File: src/hdl/bra_pkg.sv
// Package for the bitmap run allocator.
// Holds the map sizes, the action codes, the controller states and the
// command and status words between the controller and the datapath.
`default_nettype none

package bra_pkg;

    localparam int MAP_BITS    = 1024;
    localparam int STORE_BYTES = (MAP_BITS + 7) / 8;
    localparam int ADDR_W      = $clog2(STORE_BYTES);
    localparam int NBITS_W     = 11;
    localparam int IDX_W       = 10;
    localparam int LEN_W       = 11;
    localparam int CFG_W       = 8;

    localparam logic [CFG_W-1:0] MAP_BYTES_RST = 8'd128;

    typedef enum logic [1:0] {
        ACT_FIND  = 2'd0,
        ACT_WRITE = 2'd1,
        ACT_TEST  = 2'd2,
        ACT_CLEAR = 2'd3
    } action_t;

    typedef enum logic [2:0] {
        ST_IDLE,
        ST_SCAN,
        ST_READ,
        ST_MODIFY,
        ST_CLEAR,
        ST_FIN
    } state_t;

    typedef struct packed {
        logic latch_in;
        logic rd_idx;
        logic modify;
        logic clear_map;
        logic scan_step;
        logic load_out;
    } cmd_t;

    typedef struct packed {
        logic scan_done;
        logic res_free;
    } status_t;

endpackage

`default_nettype wire

File: src/hdl/bra_ctrl.sv
// Controller state machine of the bitmap run allocator.
// Depends on bra_pkg for the action codes, states, command and status words.
`default_nettype none

module bra_ctrl (
    input  wire logic             clk,
    input  wire logic             rst_n,
    input  wire logic             in_valid,
    input  wire logic [1:0]       in_action,
    input  wire bra_pkg::status_t status,
    output logic                  in_ready,
    output bra_pkg::cmd_t         cmd
);
    import bra_pkg::*;

    state_t state_reg;
    state_t state_next;

    always_ff @(posedge clk or negedge rst_n)
    begin
        if (!rst_n)
        begin
            state_reg <= ST_IDLE;
        end
        else
        begin
            state_reg <= state_next;
        end
    end

    always_comb
    begin
        state_next = state_reg;
        unique case (state_reg)
            ST_IDLE:
            begin
                if (in_valid)
                begin
                    unique case (action_t'(in_action))
                        ACT_FIND:  state_next = ST_SCAN;
                        ACT_WRITE: state_next = ST_READ;
                        ACT_TEST:  state_next = ST_READ;
                        ACT_CLEAR: state_next = ST_CLEAR;
                        default:   state_next = ST_IDLE;
                    endcase
                end
            end
            ST_SCAN:
            begin
                if (status.scan_done)
                begin
                    state_next = ST_FIN;
                end
            end
            ST_READ:   state_next = ST_MODIFY;
            ST_MODIFY: state_next = ST_FIN;
            ST_CLEAR:  state_next = ST_FIN;
            ST_FIN:
            begin
                if (status.res_free)
                begin
                    state_next = ST_IDLE;
                end
            end
            default:   state_next = ST_IDLE;
        endcase
    end

    always_comb
    begin
        in_ready = 1'b0;
        cmd      = '0;
        unique case (state_reg)
            ST_IDLE:
            begin
                in_ready     = 1'b1;
                cmd.latch_in = in_valid;
            end
            ST_SCAN:   cmd.scan_step = 1'b1;
            ST_READ:   cmd.rd_idx    = 1'b1;
            ST_MODIFY: cmd.modify    = 1'b1;
            ST_CLEAR:  cmd.clear_map = 1'b1;
            ST_FIN:    cmd.load_out  = status.res_free;
            default:   cmd           = '0;
        endcase
    end

endmodule

`default_nettype wire

File: src/hdl/bra_dp.sv
// Datapath of the bitmap run allocator: map memory with valid bits, the
// byte-wide run scanner, the map size register and the result register.
// Depends on bra_pkg; driven by commands from bra_ctrl.
`default_nettype none

module bra_dp (
    input  wire logic                      clk,
    input  wire logic                      rst_n,
    input  wire bra_pkg::cmd_t             cmd,
    output bra_pkg::status_t               status,
    input  wire logic [1:0]                in_action,
    input  wire logic [bra_pkg::IDX_W-1:0] in_bit_index,
    input  wire logic [bra_pkg::LEN_W-1:0] in_run_length,
    input  wire logic                      in_bit_value,
    input  wire logic                      cfg_valid,
    input  wire logic [bra_pkg::CFG_W-1:0] cfg_data,
    output logic                           out_valid,
    input  wire logic                      out_ready,
    output logic                           found,
    output logic [bra_pkg::IDX_W-1:0]      start_index,
    output logic                           bit_read
);
    import bra_pkg::*;

    logic [7:0]         mem [0:STORE_BYTES-1];
    logic [STORE_BYTES-1:0] vld_reg;
    logic [7:0]         rdata_reg;
    logic               rvld_reg;
    logic [7:0]         rbyte;
    logic               rd_en;
    logic [ADDR_W-1:0]  rd_addr;
    logic               wr_en;
    logic [7:0]         wbyte;
    logic [7:0]         wmask;

    logic [CFG_W-1:0]   map_bytes_reg;
    logic [1:0]         action_reg;
    logic [IDX_W-1:0]   idx_reg;
    logic [LEN_W-1:0]   len_reg;
    logic               val_reg;

    logic [NBITS_W-1:0] raw_bits;
    logic [NBITS_W-1:0] nbits;
    logic [CFG_W-1:0]   nbytes;
    logic               idx_ok;
    logic               len_ok;

    logic [CFG_W-1:0]   scan_addr_reg;
    logic [ADDR_W-1:0]  proc_addr_reg;
    logic               proc_vld_reg;
    logic [LEN_W-1:0]   run_reg;
    logic [LEN_W-1:0]   run_v;
    logic               hit_v;
    logic [2:0]         hit_pos;
    logic               hit_now;
    logic               more_bytes;
    logic [LEN_W-1:0]   start_calc;

    logic               pend_found_reg;
    logic [IDX_W-1:0]   pend_start_reg;
    logic               pend_bit_reg;
    logic               out_valid_reg;

    assign raw_bits = {map_bytes_reg, 3'b000};
    assign nbits    = (raw_bits > NBITS_W'(MAP_BITS)) ? NBITS_W'(MAP_BITS) : raw_bits;
    assign nbytes   = (map_bytes_reg > CFG_W'(STORE_BYTES)) ? CFG_W'(STORE_BYTES)
                                                            : map_bytes_reg;
    assign idx_ok   = {1'b0, idx_reg} < nbits;
    assign len_ok   = (len_reg != '0) && (len_reg <= nbits);

    assign more_bytes = scan_addr_reg < nbytes;
    assign rd_en   = cmd.rd_idx || (cmd.scan_step && more_bytes);
    assign rd_addr = cmd.scan_step ? scan_addr_reg[ADDR_W-1:0] : idx_reg[IDX_W-1:3];
    assign rbyte   = rvld_reg ? rdata_reg : 8'h00;

    assign wmask = 8'h01 << idx_reg[2:0];
    assign wbyte = val_reg ? (rbyte | wmask) : (rbyte & ~wmask);
    assign wr_en = cmd.modify && (action_t'(action_reg) == ACT_WRITE) && idx_ok;

    always_ff @(posedge clk)
    begin
        if (rd_en)
        begin
            rdata_reg <= mem[rd_addr];
        end
        if (wr_en)
        begin
            mem[idx_reg[IDX_W-1:3]] <= wbyte;
        end
    end

    always_ff @(posedge clk or negedge rst_n)
    begin
        if (!rst_n)
        begin
            vld_reg  <= '0;
            rvld_reg <= 1'b0;
        end
        else
        begin
            if (rd_en)
            begin
                rvld_reg <= vld_reg[rd_addr];
            end
            if (cmd.clear_map)
            begin
                vld_reg <= '0;
            end
            else if (wr_en)
            begin
                vld_reg[idx_reg[IDX_W-1:3]] <= 1'b1;
            end
        end
    end

    always_ff @(posedge clk or negedge rst_n)
    begin
        if (!rst_n)
        begin
            map_bytes_reg <= MAP_BYTES_RST;
        end
        else if (cfg_valid)
        begin
            map_bytes_reg <= cfg_data;
        end
    end

    always_comb
    begin
        run_v   = run_reg;
        hit_v   = 1'b0;
        hit_pos = 3'd0;
        for (int j = 0; j < 8; j++)
        begin
            if (rbyte[j])
            begin
                run_v = '0;
            end
            else
            begin
                run_v = run_v + LEN_W'(1);
            end
            if (!hit_v && (run_v == len_reg))
            begin
                hit_v   = 1'b1;
                hit_pos = 3'(j);
            end
        end
    end

    assign hit_now    = proc_vld_reg && hit_v && len_ok;
    assign start_calc = LEN_W'({1'b0, proc_addr_reg, hit_pos}) + LEN_W'(1) - len_reg;

    assign status.scan_done = !len_ok || hit_now || (!proc_vld_reg && !more_bytes);
    assign status.res_free  = !out_valid_reg || out_ready;

    always_ff @(posedge clk)
    begin
        if (cmd.latch_in)
        begin
            action_reg     <= in_action;
            idx_reg        <= in_bit_index;
            len_reg        <= in_run_length;
            val_reg        <= in_bit_value;
            run_reg        <= '0;
            pend_found_reg <= 1'b0;
            pend_start_reg <= '0;
            pend_bit_reg   <= 1'b0;
        end
        else if (cmd.scan_step)
        begin
            if (proc_vld_reg)
            begin
                run_reg <= run_v;
            end
            if (hit_now)
            begin
                pend_found_reg <= 1'b1;
                pend_start_reg <= start_calc[IDX_W-1:0];
            end
        end
        else if (cmd.modify)
        begin
            pend_found_reg <= idx_ok;
            pend_bit_reg   <= (action_t'(action_reg) == ACT_TEST) && idx_ok
                              && rbyte[idx_reg[2:0]];
        end
        else if (cmd.clear_map)
        begin
            pend_found_reg <= 1'b1;
        end
        if (cmd.load_out)
        begin
            found       <= pend_found_reg;
            start_index <= pend_start_reg;
            bit_read    <= pend_bit_reg;
        end
    end

    always_ff @(posedge clk or negedge rst_n)
    begin
        if (!rst_n)
        begin
            scan_addr_reg <= '0;
            proc_addr_reg <= '0;
            proc_vld_reg  <= 1'b0;
            out_valid_reg <= 1'b0;
        end
        else
        begin
            if (cmd.latch_in)
            begin
                scan_addr_reg <= '0;
                proc_vld_reg  <= 1'b0;
            end
            else if (cmd.scan_step)
            begin
                proc_vld_reg <= more_bytes;
                if (more_bytes)
                begin
                    proc_addr_reg <= scan_addr_reg[ADDR_W-1:0];
                    scan_addr_reg <= scan_addr_reg + CFG_W'(1);
                end
            end
            if (cmd.load_out)
            begin
                out_valid_reg <= 1'b1;
            end
            else if (out_ready)
            begin
                out_valid_reg <= 1'b0;
            end
        end
    end

    assign out_valid = out_valid_reg;

endmodule

`default_nettype wire

File: src/hdl/bitmap_run_allocator.sv
// Top level of the bitmap run allocator: joins the controller and datapath.
// Depends on bra_pkg, bra_ctrl and bra_dp.
//
// The block keeps a 1024-bit allocation map in a 128-byte memory and takes one
// request word at a time. A find reads up to min(map_bytes, 128) map bytes,
// one byte per cycle through the memory's single read port, and stops early
// when a run is found. A write does a read-modify-write on the same port, a
// test reads the indexed byte and a clear empties the valid bits. A finished
// result waits in the output register while the block takes the next request,
// and the configuration port is always ready.
`default_nettype none

module bitmap_run_allocator (
    input  wire logic                      clk,
    input  wire logic                      rst_n,
    input  wire logic                      in_valid,
    output logic                           in_ready,
    input  wire logic [1:0]                action,
    input  wire logic [bra_pkg::IDX_W-1:0] bit_index,
    input  wire logic [bra_pkg::LEN_W-1:0] run_length,
    input  wire logic                      bit_value,
    output logic                           out_valid,
    input  wire logic                      out_ready,
    output logic                           found,
    output logic [bra_pkg::IDX_W-1:0]      start_index,
    output logic                           bit_read,
    input  wire logic                      cfg_valid,
    output logic                           cfg_ready,
    input  wire logic [bra_pkg::CFG_W-1:0] map_bytes
);
    import bra_pkg::*;

    cmd_t    cmd;
    status_t status;

    assign cfg_ready = 1'b1;

    bra_ctrl u_ctrl (
        .clk       (clk),
        .rst_n     (rst_n),
        .in_valid  (in_valid),
        .in_action (action),
        .status    (status),
        .in_ready  (in_ready),
        .cmd       (cmd)
    );

    bra_dp u_dp (
        .clk           (clk),
        .rst_n         (rst_n),
        .cmd           (cmd),
        .status        (status),
        .in_action     (action),
        .in_bit_index  (bit_index),
        .in_run_length (run_length),
        .in_bit_value  (bit_value),
        .cfg_valid     (cfg_valid),
        .cfg_data      (map_bytes),
        .out_valid     (out_valid),
        .out_ready     (out_ready),
        .found         (found),
        .start_index   (start_index),
        .bit_read      (bit_read)
    );

    a_busy_after_accept: assert property (@(posedge clk) disable iff (!rst_n)
        (in_valid && in_ready) |=> !in_ready)
        else $error("request taken while a previous one is in progress");

    a_load_when_free: assert property (@(posedge clk) disable iff (!rst_n)
        cmd.load_out |-> (!out_valid || out_ready))
        else $error("result register overwritten before it was taken");

    a_one_command: assert property (@(posedge clk) disable iff (!rst_n)
        $onehot0({cmd.latch_in, cmd.rd_idx, cmd.modify, cmd.clear_map,
                  cmd.scan_step, cmd.load_out}))
        else $error("controller issued more than one command");

    a_read_implies_found: assert property (@(posedge clk) disable iff (!rst_n)
        (out_valid && bit_read) |-> found)
        else $error("bit read reported for an index outside the map");

endmodule

`default_nettype wire

File: config.mk
export PLATFORM = sky130hd
export DESIGN_NAME = bitmap_run_allocator
export DESIGN_NICKNAME = d
export VERILOG_FILES = /design/src/hdl/bra_pkg.sv /design/src/hdl/bra_ctrl.sv /design/src/hdl/bra_dp.sv /design/src/hdl/bitmap_run_allocator.sv
export SDC_FILE = /design/constraint.sdc
export NUM_CORES = 2
export LEC_CHECK = 0
export BUFFER_PORTS_ARGS = -buffer_cell sky130_fd_sc_hd__buf_2
export CAP_MARGIN = 20
export CELL_PAD_IN_SITES_DETAIL_PLACEMENT = 1
export CELL_PAD_IN_SITES_GLOBAL_PLACEMENT = 1
export CORE_MARGIN = 4
export CORE_UTILIZATION = 55
export CTS_CLUSTER_SIZE = 25
export DETAILED_ROUTE_END_ITERATION = 8
export PLACE_DENSITY_LB_ADDON = 0.1
export SLEW_MARGIN = 40
export SYNTH_ARGS = -nofsm -noshare
export SYNTH_HDL_FRONTEND = slang
export SYNTH_SLANG_ARGS = --single-unit
File: constraint.sdc
create_clock -name clk -period 10.1 [get_ports clk]
set_input_delay 2.02 -clock clk [delete_from_list [all_inputs] [get_ports clk]]
set_output_delay 2.02 -clock clk [all_outputs]
set_load 0.02 [all_outputs]
* After elaboration in Yosys (flattened, before gate mapping) *
Memories as Yosys holds them, arrays and structs flattened. A register that Yosys moved wholly into a read port is not among the register bits.
Index checks and enable logic that the tools add are counted.

word-level totals
  register bits after elaboration = 216
  bits in latches = 0
  bits in writable memories = 1024
  ROM bits = 0
  input bits = 37
  output and inout port bits = 15
  logic and storage cells = 179
  memories kept = 1

operators by class
  add/sub/neg operators = 11
  multiply operators = 0
  div/mod/pow operators = 0
  $lt $le $gt $ge = 9
  equality and inequality tests = 22
  shift-type cells = 1
  muxes and demuxes = 61
  bitwise logic cells = 6
  reduce and logical (&&, ||, !) cells = 49

memory list
  name      words  width  rd ports  clocked after Yosys merged registers in  wr ports  line          RTL
  u_dp.mem  128    8      1         1                                        1         bra_dp.sv:25  logic [7:0] mem [0:STORE_BYTES-1];

operators with widths
  operator                 number
  $mux W128                2
  $or A128 B128 Y128       1
  $mux W11                 9
  $add A11 B1 Y11 const B  8
  $eq A11 B11 Y1           8
  $mux W8                  6
  $mux W1                  29
  $mux W3                  7
  $logic_and A1 B1 Y1      17
  $lt A7 B8 Y1 const B     2
  $pmux W3 S5              1
  $gt A11 B11 Y1 const B   1
  $le A11 B11 Y1           1
  $logic_not A1 Y1         11
  $lt A10 B11 Y1           1
  $reduce_bool A11 Y1      1
  $add A10 B1 Y10 const B  1
  $reduce_and A2 Y1        5
  $sub A10 B10 Y10         1
  $pmux W3 S3              1
  $add A8 B1 Y8 const B    1
  $and A8 B8 Y8            1
  $gt A8 B8 Y1 const B     1
  $lt A8 B8 Y1             1
  other kinds (25)         42

* Depth between registers and ports, before layout *
  word-level depth = 31
  gate-level depth with buffers = 44

* Modules after synthesis *
From an unflattened synthesis, not the netlist that was laid out.

unflattened totals
  cells, all modules = 3474
  area, all modules = 54322.1 µm²

by module, submodules not included
  module                instances  cells each  area each (µm²)  seq. area each (µm²)
  bra_dp                1          3444        54048.1          36386.1
  bra_ctrl              1          28          262.8            75.1
  bitmap_run_allocator  1          2           11.3             0.0

* Worst setup path after synthesis *
OpenSTA, ideal clock, no wires.

  path type = reg-to-reg
  from = reg u_dp.rdata_reg[0], read port of u_dp.mem
  to = reg u_dp.pend_start_reg[9]
  data arrival time = 8.430 ns
  required time = 9.972 ns
  setup slack = 1.542 ns
  cell stages (with the launch flop) = 41
  buffers on the path = 2
  clock period less this slack = 8.558 ns
  path through = edfxtp_1 buf_2 nand2_1 clkbuf_1 and2_1 ha_1 a21boi_0 ha_1 a21boi_0 ha_1 or4_1 a21oi_1 nor4_2 mux2i_1 xor2_1 nand2_1 nor3b_1 nand4_1 [5 not listed] o311a_1 nand4_1 nor2_1 o21bai_1 a21o_1 ha_1 inv_1 ha_1 fa_1 a21o_1 a21o_1 a21o_1 a21oi_1 o21bai_1 a21oi_1 xnor2_1 mux2i_1 nor2_1

between the ends
  word-level cells in the longest chain between the ends = 28
  elaborated cells between the ends (all ways) = 58

RTL lines
  element                                                   line           RTL
  from (decl)                                               bra_dp.sv:27   logic [7:0] rdata_reg;
  $mux W8 *                                                 bra_dp.sv:74   assign rbyte = rvld_reg ? rdata_reg : 8'h00;
  $mux W11 *                                                bra_dp.sv:135  if (rbyte[j])
  branches (longest 26 deep; another with $add A11 B1 Y11)  -
  to (signal assigned)                                      bra_dp.sv:179  pend_start_reg <= start_calc[IDX_W-1:0];
  to (decl)                                                 bra_dp.sv:60   logic [IDX_W-1:0] pend_start_reg;

Mark *: on every way between the ends.
A chain may end at the register's enable or synchronous reset.

* Worst setup path after layout *
  from = reg u_dp.run_reg[0]
  to = reg u_dp.pend_start_reg[9]

between the ends
  word-level cells in the longest chain between the ends = 28
  elaborated cells between the ends (all ways) = 58

RTL lines
  element                                                   line           RTL
  from (decl)                                               bra_dp.sv:51   logic [LEN_W-1:0] run_reg;
  from (signal assigned)                                    bra_dp.sv:174  run_reg <= run_v;
  $add A11 B1 Y11 *                                         bra_dp.sv:141  run_v = run_v + LEN_W'(1);
  $mux W11 *                                                bra_dp.sv:135
  branches (longest 26 deep; another with $add A11 B1 Y11)  -

Marks and branches as above.

==> results.cfg <==
[cells_and_area]
stdcell_count = 4802
register_area_sq_um = 36460
largest_reg_flops = 1024
fill_cells = 8655
finalInstanceArea_sq_um = 60860
area_growth_syn_to_layout_pct = 11.96
multi_input_area_sq_um = 17570
nets = 3491
drive_above_1_share_pct = 23.14
post-route-util_pct = 61.93

[critical_path]
critPathSlowestCell = or4_1
critPathMaxStageDelay_ns = 0.51
cp_max_fo = 9
worst_path_most_repeated_cell = ha_1
cp.required_ns = 10.71
cp.arrival_ns = 9.92
cp-start-kind = flip-flop
critPathCaptureType = flip-flop
path_class = reg2reg

[sta]
setup_tns_ns = 0
final.setup_skew_ns = 0.03073
hold_violations = 0
slew_headroom_pct = 38.50
period_share_pct = 92.20
whs_ns = 0.4348
final.setup.worst_slack_ns = 0.7875
worst_pin_slew_ns = 0.9226
setup_violations = 0
slew_violations = 0
max_freq_mhz = 107.4
period_minus_slack_ns = 9.313
rsz0062_at_grt = no

[synth]
synth_edf_count = 1068
netlist_area_sq_um = 54360
ys_async_sr_fraction_pct = 12.58
synthDistinctLibCells = 104
ys_seq_area_share_pct = 67.07
ys.warnings.count = 0
synth_flop_cell = edfxtp_1
syn_area_per_cell_sq_um = 16.11
ys_seq_elements = 1248
syn_inst = 3374
syn-num-nets = 3461

[run]
maxCapViolCount = 0

[route]
routed_via_density = 6.562
drc = 0
wl_per_cell_um = 31.52
routed_wl_um = 151400
firstDrtPassIters = 5
drt_iter0_markers = 2998
drt.antenna.violating_nets = 0
via_count = 31510

[cts]
path_clk_slew_ns = 0.05
cts-htree-levels = 4
clkSinkCount = 1248
cts_buffer_depth = 3
post_cts_buffers = 0
numCtsBuffers = 131
cts_root_buffer = clkbuf_16
cts_tree = yes
clock_latency_ns = 0.76

[global_route]
grt_max_degree = 137
grt_pass1_vias = 33340
grt_use_total_pct = 29.59
grt_pass1_wl_um = 225900
overflow = 0
antenna_found_initial = 1

[pwr]
power_mw = 17.39
power_leakage_nw = 20.36
peakVddDrop_uv = 255.4
power_density_nw_per_um2 = 285.7

[floorplanning]
start_util_pct = 55.32
die_x_um = 322.4
rows = 115
io_pins = 52
core-area_sq_um = 98280
die-area_sq_um = 103900
fp.dieH_um = 322.4

[placement]
place_congestion = 0.8845
placed_cells = 4555
dpl_cell_area_sq_um = 56270
place_ws_ns = 0.3903
portBuffers = 50
dp_hpwl_um = 92370

[status]
status = completed

[min_path]
hold_path.class = reg2reg
-- cells in the mapped netlist (12+ instances only) --
master / instances / area share (%)
or3_1: 19 / 0.22
o21ai_0: 45 / 0.41
xor2_1: 37 / 0.60
nand4_1: 18 / 0.21
nor4_1: 18 / 0.21
mux4_2: 290 / 12
mux2i_1: 38 / 0.70
nand2_1: 282 / 1.9
a211oi_1: 88 / 1.2
inv_1: 28 / 0.19
nor2_1: 209 / 1.4
dfrtp_1: 156 / 7.2
a21o_1: 13 / 0.18
buf_1: 37 / 0.26
xnor2_1: 95 / 1.5
and3_1: 17 / 0.20
a31oi_1: 29 / 0.33
o21a_1: 139 / 1.9
nor2b_1: 12 / 0.14
nand3_1: 56 / 0.52
a21oi_1: 70 / 0.64
a311oi_1: 46 / 0.74
ha_1: 49 / 1.1
nor3_1: 38 / 0.35
and2_1: 79 / 0.91
clkbuf_1: 153 / 1.1
mux2_2: 24 / 0.50
dfxtp_1: 23 / 0.85
edfxtp_1: 1068 / 59
-- metal layers --
layer | up-vias | global-route usage (%) | share of wire (%)
met5 | - | 0 | 0
li1 | 13340 | - | -
met3 | 279 | 5.496 | 6.2
met1 | 16740 | 40.49 | 41
met2 | 1150 | 48.95 | 50
met4 | 0 | 9.344 | 3.7
-- cells by family after synthesis --
kind of cell / Yosys count / share of synthesized area, %
AND/OR/NAND/NOR: 819 / 7.285
XOR/XNOR: 134 / 2.207
AO/OA/AOI/OAI: 524 / 7.082
buffers and inverters: 238 / 1.738
multiplexers: 360 / 13.45
adder cells (fa/ha/maj): 50 / 1.165
other: 1 / 0.006898
flip-flops: 1248 / 67.07
-- where the power goes --
part	internal, mW	switching (mW)
Clock	2.69	2.06
Combinational	2.23	4.01
Sequential	6.21	0.189
-- cell usage in the layout, fill, tap and decap left out, types with 37 or more instances in the layout --
cell type / synthesis / final
clkbuf_1: 153 / 39
nor2_2: 1 / 120
ha_1: 49 / 48
buf_2: 8 / 49
and2_1: 79 / 76
nand2_1: 282 / 279
a311oi_1: 46 / 37
xnor2_1: 95 / 95
mux4_2: 290 / 290
a211oi_1: 88 / 87
dfrtp_1: 156 / 156
clkbuf_16: 0 / 135
a21oi_1: 70 / 70
nor2_1: 209 / 90
o21ai_0: 45 / 41
o21a_1: 139 / 139
edfxtp_1: 1068 / 1068
nand3_1: 56 / 55
-- path summary, 6_finish.rpt --
path	start	endpoint	slack (ns)	cells past startpoint
max in group asynchronous	rst_n	u_dp.vld_reg[102]$_DFFE_PN0P_	7.43	3
min in group asynchronous	rst_n	u_dp.vld_reg[63]$_DFFE_PN0P_	1.18	1
worst max-delay path	u_dp.run_reg[0]$_SDFFE_PP0P_	u_dp.pend_start_reg[9]$_SDFFE_PP0P_	0.79	38
worst min-delay path	u_dp.pend_start_reg[8]$_SDFFE_PP0P_	u_dp.start_index[8]$_DFFE_PP_	0.43	0
worst min register to register	u_dp.pend_start_reg[8]$_SDFFE_PP0P_	u_dp.start_index[8]$_DFFE_PP_	0.43	0
worst max register to register	u_dp.run_reg[0]$_SDFFE_PP0P_	u_dp.pend_start_reg[9]$_SDFFE_PP0P_	0.79	38
-- final cells by class --
class                      instances  share of cell area [%]
antenna                            2                0.008223
timing repair buffer             103                   1.406
inverter                          32                  0.1974
multi-input combinational       1888                   28.87
clock inverter                    59                  0.9683
tap                             1287                   2.646
clock buffer                     183                   5.995
sequential                      1248                   59.91
-- repair_timing --
| action | 4_1_cts | 5_1_grt |
|---|---|---|
| hold buffers | 0 | 0 |
| endpoints found under the setup margin | 0 | 2 |
| resized for setup | 0 | 10 |
-- worst max-delay path: cells and delay by family (launching register included) --
kind	cells	cell delay, ns
and+or+nand+nor	12	2.83
DFF	1	0.49
AOI/OAI and AO/OA	14	2.92
xor gates and xnor gates	3	0.62
adders and majority gates	7	2.12
buffers and inverters	1	0.04
muxes	1	0.13
Note: power is estimated with default switching activity, not from simulation.
